==> src/mpsgi_pkg.sv <==
package mpsgi_pkg;

    // Default width of stream byte offsets
    localparam int DEF_OFFSET_WIDTH = 48;

    // Scanner phases
    localparam logic [2:0] PH_SCAN   = 3'd0;
    localparam logic [2:0] PH_GOP    = 3'd1;
    localparam logic [2:0] PH_LEN_HI = 3'd2;
    localparam logic [2:0] PH_LEN_LO = 3'd3;
    localparam logic [2:0] PH_SKIP   = 3'd4;

    // Start code prefix and the codes acted upon
    localparam logic [23:0] START_PREFIX = 24'h000001;
    localparam logic [7:0]  CODE_PICTURE = 8'h00;
    localparam logic [7:0]  CODE_GOP     = 8'hB8;
    localparam logic [7:0]  CODE_PACK    = 8'hBA;
    localparam logic [7:0]  CODE_SKIP_LO = 8'hBB;
    localparam logic [7:0]  CODE_VID_LO  = 8'hE0;
    localparam logic [7:0]  CODE_VID_HI  = 8'hEF;

    // Number of time code bytes after a GOP start
    localparam logic [2:0]  GOP_BYTES    = 3'd4;

    // GOP time code of one index entry
    typedef struct packed {
        logic [31:0] frames_before;
        logic [4:0]  hours;
        logic [5:0]  minutes;
        logic [5:0]  seconds;
        logic [5:0]  pictures;
    } gop_entry_t;

endpackage

==> src/mpsgi_core.sv <==
// Start code scanner: holds the stream state and works through one byte
// per transfer, flagging an index entry on the last GOP time code byte.
module mpsgi_core
    import mpsgi_pkg::*;
#(
    parameter int OFFSET_WIDTH = DEF_OFFSET_WIDTH
)
(
    input  logic                    clk,
    input  logic                    rst_n,
    input  logic                    byte_fire,
    input  logic [7:0]              byte_in,
    input  logic                    cfg_we,
    input  logic [OFFSET_WIDTH-1:0] cfg_offset,
    output logic                    entry_valid,
    output gop_entry_t              entry,
    output logic [OFFSET_WIDTH-1:0] entry_pack_offset
);

    logic [31:0]             tail_reg, tail_next;
    logic [OFFSET_WIDTH-1:0] byte_pos_reg, byte_pos_next;
    logic [31:0]             pic_count_reg, pic_count_next;
    logic [OFFSET_WIDTH-1:0] last_pack_reg, last_pack_next;
    logic [2:0]              phase_reg, phase_next;
    logic [15:0]             skip_reg, skip_next;
    logic [7:0]              len_hi_reg, len_hi_next;
    logic [31:0]             gop_reg, gop_next;
    logic [2:0]              gop_cnt_reg, gop_cnt_next;

    logic [31:0] tail_shift;
    logic [31:0] gop_shift;
    logic [2:0]  gop_cnt_inc;
    logic [15:0] skip_dec;
    logic        code_hit;
    logic        emit;

    assign tail_shift  = {tail_reg[23:0], byte_in};
    assign gop_shift   = {gop_reg[23:0], byte_in};
    assign gop_cnt_inc = gop_cnt_reg + 3'd1;
    assign skip_dec    = skip_reg - 16'd1;
    assign code_hit    = (tail_shift[31:8] == START_PREFIX);

    // Next state for one byte
    always_comb
    begin
        tail_next      = tail_reg;
        pic_count_next = pic_count_reg;
        last_pack_next = last_pack_reg;
        phase_next     = phase_reg;
        skip_next      = skip_reg;
        len_hi_next    = len_hi_reg;
        gop_next       = gop_reg;
        gop_cnt_next   = gop_cnt_reg;
        emit           = 1'b0;

        unique case (phase_reg)
            PH_LEN_HI:
            begin
                len_hi_next = byte_in;
                phase_next  = PH_LEN_LO;
            end
            PH_LEN_LO:
            begin
                skip_next  = {len_hi_reg, byte_in};
                phase_next = ({len_hi_reg, byte_in} == 16'd0) ? PH_SCAN : PH_SKIP;
            end
            PH_SKIP:
            begin
                skip_next = skip_dec;
                if (skip_dec == 16'd0)
                begin
                    phase_next = PH_SCAN;
                end
            end
            default:
            begin
                tail_next  = tail_shift;
                phase_next = PH_SCAN;
                if (phase_reg == PH_GOP)
                begin
                    gop_next     = gop_shift;
                    gop_cnt_next = gop_cnt_inc;
                    phase_next   = PH_GOP;
                    if (gop_cnt_inc >= GOP_BYTES)
                    begin
                        emit         = 1'b1;
                        phase_next   = PH_SCAN;
                        gop_cnt_next = 3'd0;
                    end
                end

                // Start code handling, after any entry went out
                if (code_hit)
                begin
                    if (byte_in == CODE_PACK)
                    begin
                        last_pack_next = byte_pos_reg - OFFSET_WIDTH'(3);
                    end
                    else if (byte_in == CODE_GOP)
                    begin
                        phase_next   = PH_GOP;
                        gop_cnt_next = 3'd0;
                        gop_next     = 32'd0;
                    end
                    else if (byte_in == CODE_PICTURE)
                    begin
                        pic_count_next = pic_count_reg + 32'd1;
                    end
                    else if (byte_in >= CODE_SKIP_LO &&
                             !(byte_in >= CODE_VID_LO && byte_in <= CODE_VID_HI))
                    begin
                        tail_next  = 32'hFFFF_FFFF;
                        phase_next = PH_LEN_HI;
                    end
                end
            end
        endcase
    end

    assign byte_pos_next = byte_pos_reg + OFFSET_WIDTH'(1);

    // State registers
    always_ff @(posedge clk or negedge rst_n)
    begin
        if (!rst_n)
        begin
            tail_reg      <= 32'hFFFF_FFFF;
            byte_pos_reg  <= '0;
            pic_count_reg <= 32'd0;
            last_pack_reg <= '0;
            phase_reg     <= PH_SCAN;
            skip_reg      <= 16'd0;
            len_hi_reg    <= 8'd0;
            gop_reg       <= 32'd0;
            gop_cnt_reg   <= 3'd0;
        end
        else if (cfg_we)
        begin
            byte_pos_reg <= cfg_offset;
        end
        else if (byte_fire)
        begin
            tail_reg      <= tail_next;
            byte_pos_reg  <= byte_pos_next;
            pic_count_reg <= pic_count_next;
            last_pack_reg <= last_pack_next;
            phase_reg     <= phase_next;
            skip_reg      <= skip_next;
            len_hi_reg    <= len_hi_next;
            gop_reg       <= gop_next;
            gop_cnt_reg   <= gop_cnt_next;
        end
    end

    // Entry fields, counts as they stood before this byte's code
    assign entry_valid            = byte_fire & emit;
    assign entry.frames_before    = pic_count_reg;
    assign entry.hours            = gop_shift[30:26];
    assign entry.minutes          = gop_shift[25:20];
    assign entry.seconds          = gop_shift[18:13];
    assign entry.pictures         = gop_shift[12:7];
    assign entry_pack_offset      = last_pack_reg;

endmodule

==> src/mpsgi_out_stage.sv <==
// Result register: holds one index entry until the sink takes it.
module mpsgi_out_stage
    import mpsgi_pkg::*;
#(
    parameter int OFFSET_WIDTH = DEF_OFFSET_WIDTH
)
(
    input  logic                    clk,
    input  logic                    rst_n,
    input  logic                    advance,
    input  logic                    entry_valid,
    input  gop_entry_t              entry,
    input  logic [OFFSET_WIDTH-1:0] entry_pack_offset,
    output logic                    out_valid,
    output gop_entry_t              held_entry,
    output logic [OFFSET_WIDTH-1:0] held_pack_offset
);

    logic                    valid_reg;
    gop_entry_t              entry_reg;
    logic [OFFSET_WIDTH-1:0] pack_reg;

    // Valid flag
    always_ff @(posedge clk or negedge rst_n)
    begin
        if (!rst_n)
        begin
            valid_reg <= 1'b0;
        end
        else if (advance)
        begin
            valid_reg <= entry_valid;
        end
    end

    // Payload, loaded only with a new entry
    always_ff @(posedge clk)
    begin
        if (advance && entry_valid)
        begin
            entry_reg <= entry;
            pack_reg  <= entry_pack_offset;
        end
    end

    assign out_valid        = valid_reg;
    assign held_entry       = entry_reg;
    assign held_pack_offset = pack_reg;

endmodule

==> src/mpeg_ps_gop_indexer.sv <==
// MPEG-2 program stream GOP indexer. Takes one stream byte per transfer on
// the input channel and, on the fourth time code byte after each GOP start
// code, gives one index entry: picture start codes seen so far, the GOP time
// code and the offset of the latest pack start prefix. A byte is taken in
// every cycle unless the input stalls; each byte passes an input register
// and the scanner logic into the result register. Input stalls only while
// a finished entry waits and the sink stalls.
// Writing start_offset (while idle) sets the stream offset of the next byte
// and keeps all other scanner state.
module mpeg_ps_gop_indexer
    import mpsgi_pkg::*;
#(
    parameter int OFFSET_WIDTH = DEF_OFFSET_WIDTH
)
(
    input  logic                    clk,
    input  logic                    rst_n,
    input  logic                    in_valid,
    output logic                    in_stall,
    input  logic [7:0]              stream_byte,
    output logic                    out_valid,
    input  logic                    out_stall,
    output logic [31:0]             frames_before,
    output logic [4:0]              gop_hours,
    output logic [5:0]              gop_minutes,
    output logic [5:0]              gop_seconds,
    output logic [5:0]              gop_pictures,
    output logic [OFFSET_WIDTH-1:0] pack_offset,
    input  logic                    cfg_valid,
    output logic                    cfg_ready,
    input  logic [OFFSET_WIDTH-1:0] start_offset
);

    logic                    byte_valid_reg;
    logic [7:0]              byte_reg;
    logic                    advance;
    logic                    entry_valid;
    gop_entry_t              entry;
    gop_entry_t              held_entry;
    logic [OFFSET_WIDTH-1:0] entry_pack_offset;

    // Pipeline moves unless a held entry is blocked
    assign advance   = !out_valid || !out_stall;
    assign in_stall  = !advance;
    assign cfg_ready = !byte_valid_reg;

    // Input register
    always_ff @(posedge clk or negedge rst_n)
    begin
        if (!rst_n)
        begin
            byte_valid_reg <= 1'b0;
        end
        else if (advance)
        begin
            byte_valid_reg <= in_valid;
        end
    end

    always_ff @(posedge clk)
    begin
        if (advance && in_valid)
        begin
            byte_reg <= stream_byte;
        end
    end

    mpsgi_core #(
        .OFFSET_WIDTH (OFFSET_WIDTH)
    ) u_core (
        .clk               (clk),
        .rst_n             (rst_n),
        .byte_fire         (byte_valid_reg && advance),
        .byte_in           (byte_reg),
        .cfg_we            (cfg_valid && cfg_ready),
        .cfg_offset        (start_offset),
        .entry_valid       (entry_valid),
        .entry             (entry),
        .entry_pack_offset (entry_pack_offset)
    );

    mpsgi_out_stage #(
        .OFFSET_WIDTH (OFFSET_WIDTH)
    ) u_out (
        .clk               (clk),
        .rst_n             (rst_n),
        .advance           (advance),
        .entry_valid       (entry_valid),
        .entry             (entry),
        .entry_pack_offset (entry_pack_offset),
        .out_valid         (out_valid),
        .held_entry        (held_entry),
        .held_pack_offset  (pack_offset)
    );

    assign frames_before = held_entry.frames_before;
    assign gop_hours     = held_entry.hours;
    assign gop_minutes   = held_entry.minutes;
    assign gop_seconds   = held_entry.seconds;
    assign gop_pictures  = held_entry.pictures;

endmodule

==> config.mk <==
export PLATFORM = sky130hd
export DESIGN_NAME = mpeg_ps_gop_indexer
export DESIGN_NICKNAME = d
export VERILOG_FILES = /design/src/mpsgi_pkg.sv /design/src/mpsgi_core.sv /design/src/mpsgi_out_stage.sv /design/src/mpeg_ps_gop_indexer.sv
export SDC_FILE = /design/constraint.sdc
export NUM_CORES = 1
export LEC_CHECK = 0
export ABC_AREA = 1
export BUFFER_PORTS_ARGS = -buffer_cell sky130_fd_sc_hd__buf_2
export CORE_MARGIN = 5
export CORE_UTILIZATION = 55
export DETAILED_ROUTE_END_ITERATION = 7
export PLACE_DENSITY = 0.73
export SYNTH_ARGS = -nofsm -noshare
export SYNTH_HDL_FRONTEND = slang
export SYNTH_SLANG_ARGS = --single-unit
==> constraint.sdc <==
create_clock -name clk -period 6.69 [get_ports clk]
set_clock_uncertainty 0.2 [all_clocks]
set_input_delay 1.338 -clock clk [delete_from_list [all_inputs] [get_ports clk]]
set_output_delay 1.338 -clock clk [all_outputs]
set_load 0.05 [all_outputs]
-- Yosys cells after proc, flatten, opt, wreduce, memory -nomap -nowiden
Cells that the tools add are included.
- add/sub/neg operators: 5
- multipliers: 0
- div/mod/pow operators: 0
- $lt $le $gt $ge: 4
- eq/ne operators: 8
- shift operators: 0
- muxes and demuxes: 30
- bitwise logic cells: 5
- reductions and logical operators: 24
- operators with widths (kind ; number):
    32-bit 2-to-1 mux ; 4
    24-bit 2-to-1 mux ; 5
    48-bit 2-to-1 mux ; 2
    48-bit by 1-bit adder with 48-bit output, second input constant ; 1
    48-bit by 2-bit subtractor with 48-bit output, second input constant ; 1
    3-bit 2-to-1 mux ; 13
    32-bit by 1-bit adder with 32-bit output, second input constant ; 1
    16-bit logical NOT ; 2
    16-bit one-hot mux with 2 select lines ; 1
    24-bit by 1-bit equality test with 1-bit output, second input constant ; 1
    8-bit equality test, second input constant ; 2
    8-bit >= comparator, second input constant ; 2
    16-bit by 1-bit subtractor with 16-bit output, second input constant ; 1
    3-bit AND reduction ; 4
    3-bit one-hot mux with 3 select lines ; 1
    8-bit <= comparator, second input constant ; 1
    8-bit logical NOT ; 1
    7-bit AND reduction ; 1
    3-bit by 2-bit equality test with 1-bit output, second input constant ; 2
    1-bit logical AND ; 6
    1-bit logical NOT ; 5
    5-bit AND reduction ; 1
    1-bit 2-to-1 mux ; 4
    1-bit NOT ; 4
    other kinds (9) ; 10
- register bits after elaboration: 327
- latch bits: 0
- memory bits (writable): 0
- ROM bits: 0
- bits of input ports: 61
- output and inout port bits: 106
- logic and storage cells: 94
- memories: 0

-- Logic depth before layout (Yosys ltp)
Gate-level depths: netlist of run 1.
- depth in word-level cells: 10
- gate-level depth with buffers: 15
- gate-level depth less buffers: 15

-- Cells and area by module
From an unflattened synthesis of run 1, not the netlist that was laid out.
- cells, all modules: 1754
- area total of the unflattened synthesis: 15731.3 um^2
- modules (own cells, without submodules) (module ; instances ; cells an instance ; area an instance (um^2) ; seq. area each (um^2)):
    mpsgi_core ; 1 ; 1626 ; 12280.5 ; 5159.9
    mpsgi_out_stage ; 1 ; 109 ; 3136.8 ; 3118.0
    mpeg_ps_gop_indexer ; 1 ; 19 ; 314.1 ; 265.3

-- Worst setup path after synthesis of run 1
OpenSTA, ideal clock, no wires.
- path kind: input -> register
- from: in out_stall
- to: reg u_out.entry_reg (netlist bit u_out.held_entry[0]), enable pin
- setup time: 0.566 ns
- arrival: 6.010 ns
- required time: 5.924 ns
- path slack: -0.086 ns
- cell stages on the path: 5
- path buffers: 0
- cell sequence: nand2_1 -> nand2_1 -> inv_1 -> nand2_1 -> nor2_1
- cells in the longest elaborated chain, start to end: 5
- ends and longest elaborated chain (item ; line ; source):
    from (decl) ; mpeg_ps_gop_indexer.sv:22 ; input logic out_stall,
    1-bit logical NOT * ; mpeg_ps_gop_indexer.sv:43 ; assign advance = !out_valid || !out_stall;
    1-bit logical OR * ; mpeg_ps_gop_indexer.sv:43 ;
    1-bit logical AND ; mpeg_ps_gop_indexer.sv:73 ; .byte_fire (byte_valid_reg && advance),
    1-bit bitwise AND ; mpsgi_core.sv:156 ; assign entry_valid = byte_fire & emit;
    1-bit logical AND * ; mpsgi_out_stage.sv:39 ; if (advance && entry_valid)
    to (signal assigned) ; mpsgi_out_stage.sv:41 ; entry_reg <= entry;
    to (decl) ; mpsgi_out_stage.sv:20 ; gop_entry_t entry_reg;
Every way passes the cells marked *; elsewhere a longest branch is shown, timed or not.
A chain may end at the register's enable or synchronous reset.

-- Worst setup path after layout of run 1
- from: in cfg_valid
- to: reg u_core.pic_count_reg[18]
- cells in the longest elaborated chain, start to end: 3
- ends and longest elaborated chain (item ; line ; source):
    from (decl) ; mpeg_ps_gop_indexer.sv:29 ; input logic cfg_valid,
    1-bit logical AND ; mpeg_ps_gop_indexer.sv:75 ; .cfg_we (cfg_valid && cfg_ready),
    1-bit NOT (no line) ; - ;
    7-bit AND reduction (no line) ; - ;
    to (signal assigned) ; mpsgi_core.sv:145 ; pic_count_reg <= pic_count_next;
    to (decl) ; mpsgi_core.sv:22 ; logic [31:0] pic_count_reg, pic_count_next;
Every way passes these cells.

==> flow_summary.ini, run 1 <==
[run_status]
status = complete, no violations

[hold_path]
hold_path_end = u_out.held_pack_offset[45]
worstHoldPathCells = 0
holdCritStartpoint = u_core.entry_pack_offset[45]
min_path_type = flop to flop

[die]
num_rows = 61
die_area_um2 = 31940
fp.dieH_um = 178.7
io_pins = 167
start_util = 0.5605
die_x_um = 178.7
core_um2 = 27930

[grt]
grt_remaining_overflow = 0
grt_pass1_wl_um = 64070
grt_start_max_net_pins = 104
use_met1 = 0.3544
use_met3 = 0.04028
grt_pass1_vias = 12410
grtUsageMet2 = 0.4000
grt_antenna_before_repair = 0
track_usage = 0.2495
top_usage_layer = met2

[cells_and_area]
final_area_um2 = 17960
largest_reg_flops = 55
syn_to_final_growth_pct = 14.70
mostFrequentLayoutCells = 380 x nand2_1, 197 x nor2_1, 188 x inv_1
drive_gt1_frac = 0.1538
n_antenna_cell = 0
final_common_cell = nand2_1
final_nets = 1978

[critical_path]
crit_top_cell = buf_4
r2r_cells = 9
cp_cell_sequence = buf_2 -> nand2_2 -> buf_4 -> clkinv_1 -> buf_4 -> nor2_1 -> nand3_1 -> inv_2 -> o21ai_0
r2r-start = byte_valid_reg
slowest_stage = nand3_1
required_ns = 6.86
arrival_ns = 4.18
rrSetupSlack_ns = 3.19
critPathKind = input port to flop
cp_max_fo = 67
slowest_delay_ns = 0.70
crit_path_end_kind = flop
cp-start-kind = input port
timing.rr.end = u_core.pic_count_reg[18]

[synth]
synth_mux_area_frac = 0.009590
syn_area_um2 = 15660
synth_cell_types = 43
synth_xor_area_frac = 0.05203
syn_inst = 1763
yosys.area.top_type = dfrtp_1
synth_warnings = 0
synth-simple-area-share = 0.2321
synth_fa_ha_area_frac = 0.003996
synth_top_family_by_area = simple AND/OR/NAND/NOR gates
synth_area_leaders = dfrtp_1 29%, edfxtp_1 21%, nand2_1 9.2%, xor2_1 4.8%, nor2_1 4.7%
synth-compound-area-share = 0.09270
ys_ff_latch = 318
ys_seq_area_frac = 0.5457
syn_area_per_cell_um2 = 8.880
synth_nets = 1829
synth_top_area_share = 0.2925

[timing]
min_period_ns = 4.010
hold_viol_final = 0
worst_pin_slew_ns = 1.095
max_freq_mhz = 249.4
slew_headroom = 0.2690
setup_viol = 0
fin_tns_setup_ns = 0
layout_setup_ws_ns = 2.680
fin_crit_sh = 0.5994
drv_slew = 0
rsz0062_at_grt = no

[cts]
htree_levels = 2
clkLatencyLatePin_ns = 0.50
cts.sinks = 318
cts_tree = yes
cts_resized = 0
clkTransAtPathRegs_ns = 0.06
clockRootBuffer = clkbuf_16
postCtsSetupBuffers = 0
clockBufferDepth = 3
cts_buffers = 34
holdBufCountCts = 0

[route]
via_count = 12800
wl_um = 39440
drt-pass1-iter-count = 5
ant_nets = 0
viasPerCell = 5.528
drt-initial-drc-count = 1198
drc_errors = 0
wire_per_inst_um = 17.03

[power_and_ir_drop]
p_total_w = 0.004680
p_leak_nw = 7.761
p_per_area_nw_per_um2 = 260.6
vdd_drop_max_mv = 0.1670

[placement]
portBuffers = 166
place_congestion = 0.9420
dpl_worst_slack_ns = 2.083
dp_hpwl_um = 28640
placement.cell_area_um2 = 16780

[flow_run]
cap_violations = 0
power breakdown:
part	switching [W]	total (W)	internal [W]
Clock	0.000751	0.00198	0.00123
Sequential	0.000135	0.00223	0.00210
Combinational	0.000318	0.000469	0.000152
Total	0.00120	0.00468	0.00348
per-layer routing:
metal | routed length, um | share of wire
met1 | 17370 | 0.44
met2 | 18400 | 0.47
met3 | 2661 | 0.067
met4 | 1006 | 0.026
met5 | 0 | 0
Yosys cell counts (all sizes together):
cell type    n
o21ai      142
inv        191
nor4        17
xor2        86
ha           5
clkbuf      35
nand2      390
a2bb2oi      1
or2          1
dfstp       24
nand3       88
a21oi       37
dfrtp      183
a211oi       3
edfxtp     111
xnor2        7
a31oi        3
nor3        61
nand4       41
a22o        23
o211ai      16
o21a         1
buf         27
o22ai       27
nor2       225
clkinv       3
mux2i       15
metrics by stage:
stage | utilization | instances | hold WS [ns]
global route | 0.6429 | 2316 | 0.2558
detailed placement | 0.6006 | 2254 | 0.2302
finish | 0.6429 | 2316 | 0.2429
floorplan | - | 1763 | 0.2197
global placement | 0.6006 | 2254 | 0.2327
CTS | 0.6429 | 2316 | 0.2436
layout make-up:
type                    count  area, um^2
clock buffers              50       996.0
clock inverters            12       186.4
fillers                  2338        9976
inverters                 194       728.2
multi-input cells        1189        6125
flip-flops and latches    318        8543
well taps                 378       473.0
repair buffers            175       907.1
kinds of logic (layout without fill, tap and decap cells):
group                      Yosys count  in the layout
and+or+nand+nor                    823            823
AOI/OAI and AO/OA                  253            253
adders and majority gates            5              5
muxes                               15             15
DFF                                318            318
xor gates and xnor gates            93             93
buffers and inverters              256            431
worst max path at each step:
stage                    from                       end  slack, ns  depth (start not counted)
CTS                 cfg_valid  u_core.pic_count_reg[18]       2.62                          9
global route        cfg_valid  u_core.pic_count_reg[18]       2.26                          9
floorplan           out_stall       u_out.held_entry[0]       1.65                          5
detailed placement  cfg_valid  u_core.pic_count_reg[18]       2.08                          9
global placement    cfg_valid  u_core.pic_count_reg[18]       2.29                          9
finish              cfg_valid  u_core.pic_count_reg[18]       2.68                          9
critical path, delay by kind of cell:
family / cells / cell delay [ns]
and+or+nand+nor: 3 / 0.97
buffers and inverters: 5 / 1.70
AOI/OAI and AO/OA: 1 / 0.15
(Power assumes the default switching activity.)
==> run 2, diff against run 1 <==
Clock period 6.69 ns to 3.7 ns, I/O delays scaled along.
==> flow_summary.ini, run 2 (synthesis results as in run 1) <==
[cts]
htree_levels = 2
holdBufCountCts = 0
cts_buffers = 34
cts_resized = 0
postCtsSetupBuffers = 0
clockBufferDepth = 3
clkLatencyLatePin_ns = 0.51
clkTransAtPathRegs_ns = 0.06
cts.sinks = 318
clockRootBuffer = clkbuf_16
cts_tree = yes

[power_and_ir_drop]
p_per_area_nw_per_um2 = 473.4
vdd_drop_max_mv = 0.2919
p_leak_nw = 7.835

[die]
core_um2 = 27930
die_x_um = 178.7
num_rows = 61
start_util = 0.5605
die_area_um2 = 31940
io_pins = 167
fp.dieH_um = 178.7

[cells_and_area]
n_fill_cell = 2328
n_antenna_cell = 0
drive_gt1_frac = 0.1620
final_nets = 1985
largest_reg_flops = 55
syn_to_final_growth_pct = 15.69
mostFrequentLayoutCells = 380 x nand2_1, 197 x nor2_1, 188 x inv_1
finalNonFillerCells = 2323
final_common_cell = nand2_1

[timing]
slew_headroom = 0.2593
fin_crit_sh = 0.6901
max_freq_mhz = 391.7
layout_setup_ws_ns = 1.147
worst_pin_slew_ns = 1.111
rsz0062_at_grt = no
drv_slew = 0
fin_tns_setup_ns = 0
hold_viol_final = 0
min_period_ns = 2.553
setup_viol = 0

[route]
wl_um = 39020
drc_errors = 0
drt-initial-drc-count = 985
drt-pass1-iter-count = 5
viasPerCell = 5.509
ant_nets = 0
wire_per_inst_um = 16.80
via_count = 12800

[grt]
grt_pass1_wl_um = 63290
grt_pass1_vias = 12360
track_usage = 0.2462
grt_start_max_net_pins = 83
grt_antenna_before_repair = 0
grt_remaining_overflow = 0

[critical_path]
crit_path_end_kind = flop
critPathKind = flop to flop
cp-start-kind = flop
required_ns = 3.95
arrival_ns = 2.80
cp_max_fo = 25

[placement]
portBuffers = 166
dp_cells = 2261
dp_hpwl_um = 28440
place_congestion = 0.9472
dpl_worst_slack_ns = 0.7929

[run_status]
status = complete, no violations

[flow_run]
cap_violations = 0

[hold_path]
min_path_type = input port to async pin
-- run 2: cell types whose count changed in the layout (fill, tap and decap cells not counted), sizes merged --
cell	previous run	this run
buf	174	181
clkbuf	51	47
clkinvlp	1	4
inv	191	192
-- run 2: layout make-up --
type	count	area (um^2)	share of cell area
Clock inverter	16	224.0	0.01237
Timing Repair Buffer	182	1010	0.05575
Clock buffer	46	1010	0.05575
Sequential cell	318	8543	0.4717
Tap cell	378	473.0	0.02611
Multi-Input combinational cell	1189	6125	0.3381
Inverter	194	728.2	0.04020
-- run 2: where the power goes --
group          switching [W]  leakage, nW  internal [W]
logic               0.000579         3.85      0.000282
registers           0.000249         3.39       0.00379
clock network        0.00140        0.592       0.00228
-- run 2: through the flow --
stage               total power, W  instance area (um^2)    util  hold slack (ns)
CTS                       0.008617                 18110  0.6484          0.08288
global placement          0.004920                 16880  0.6042           0.2328
finish                    0.008574                 18110  0.6484          0.05704
floorplan                 0.004632                 15660       -           0.2197
detailed placement        0.004937                 16880  0.6042           0.2341
global route              0.008922                 18110  0.6484           0.1160
-- run 2: metal layers --
metal	track usage	share of wire
met1	0.3530	0.44
met2	0.3940	0.46
met3	0.03606	0.074
met4	0.07291	0.025
met5	0	0
-- run 2: critical path, cell delays in order, from the launching register on --
cell and delay, ns:
dfstp_2 0.53, inv_1 0.06, nand4_1 0.12, nor2_1 0.08, nand3_1 0.22, nor2_2 0.10, o21ai_2 0.85, inv_1 0.13
nand2_1 0.10, o21a_1 0.11
-- run 2: path summary, 6_finish.rpt --
path / from / end / slack [ns] / depth (start not counted)
max: u_core.tail_reg[15] / u_core.gop_cnt_reg[0] / 1.15 / 9
max reg2reg: u_core.tail_reg[15] / u_core.gop_cnt_reg[0] / 1.15 / 9
min in group clk: stream_byte[1] / byte_reg[1] / 0.21 / 1
min reg2reg: u_core.entry_pack_offset[11] / u_out.held_pack_offset[11] / 0.25 / 0
min: rst_n / u_core.skip_reg[14] / 0.06 / 1
max in group asynchronous: rst_n / u_core.tail_reg[20] / 2.35 / 2
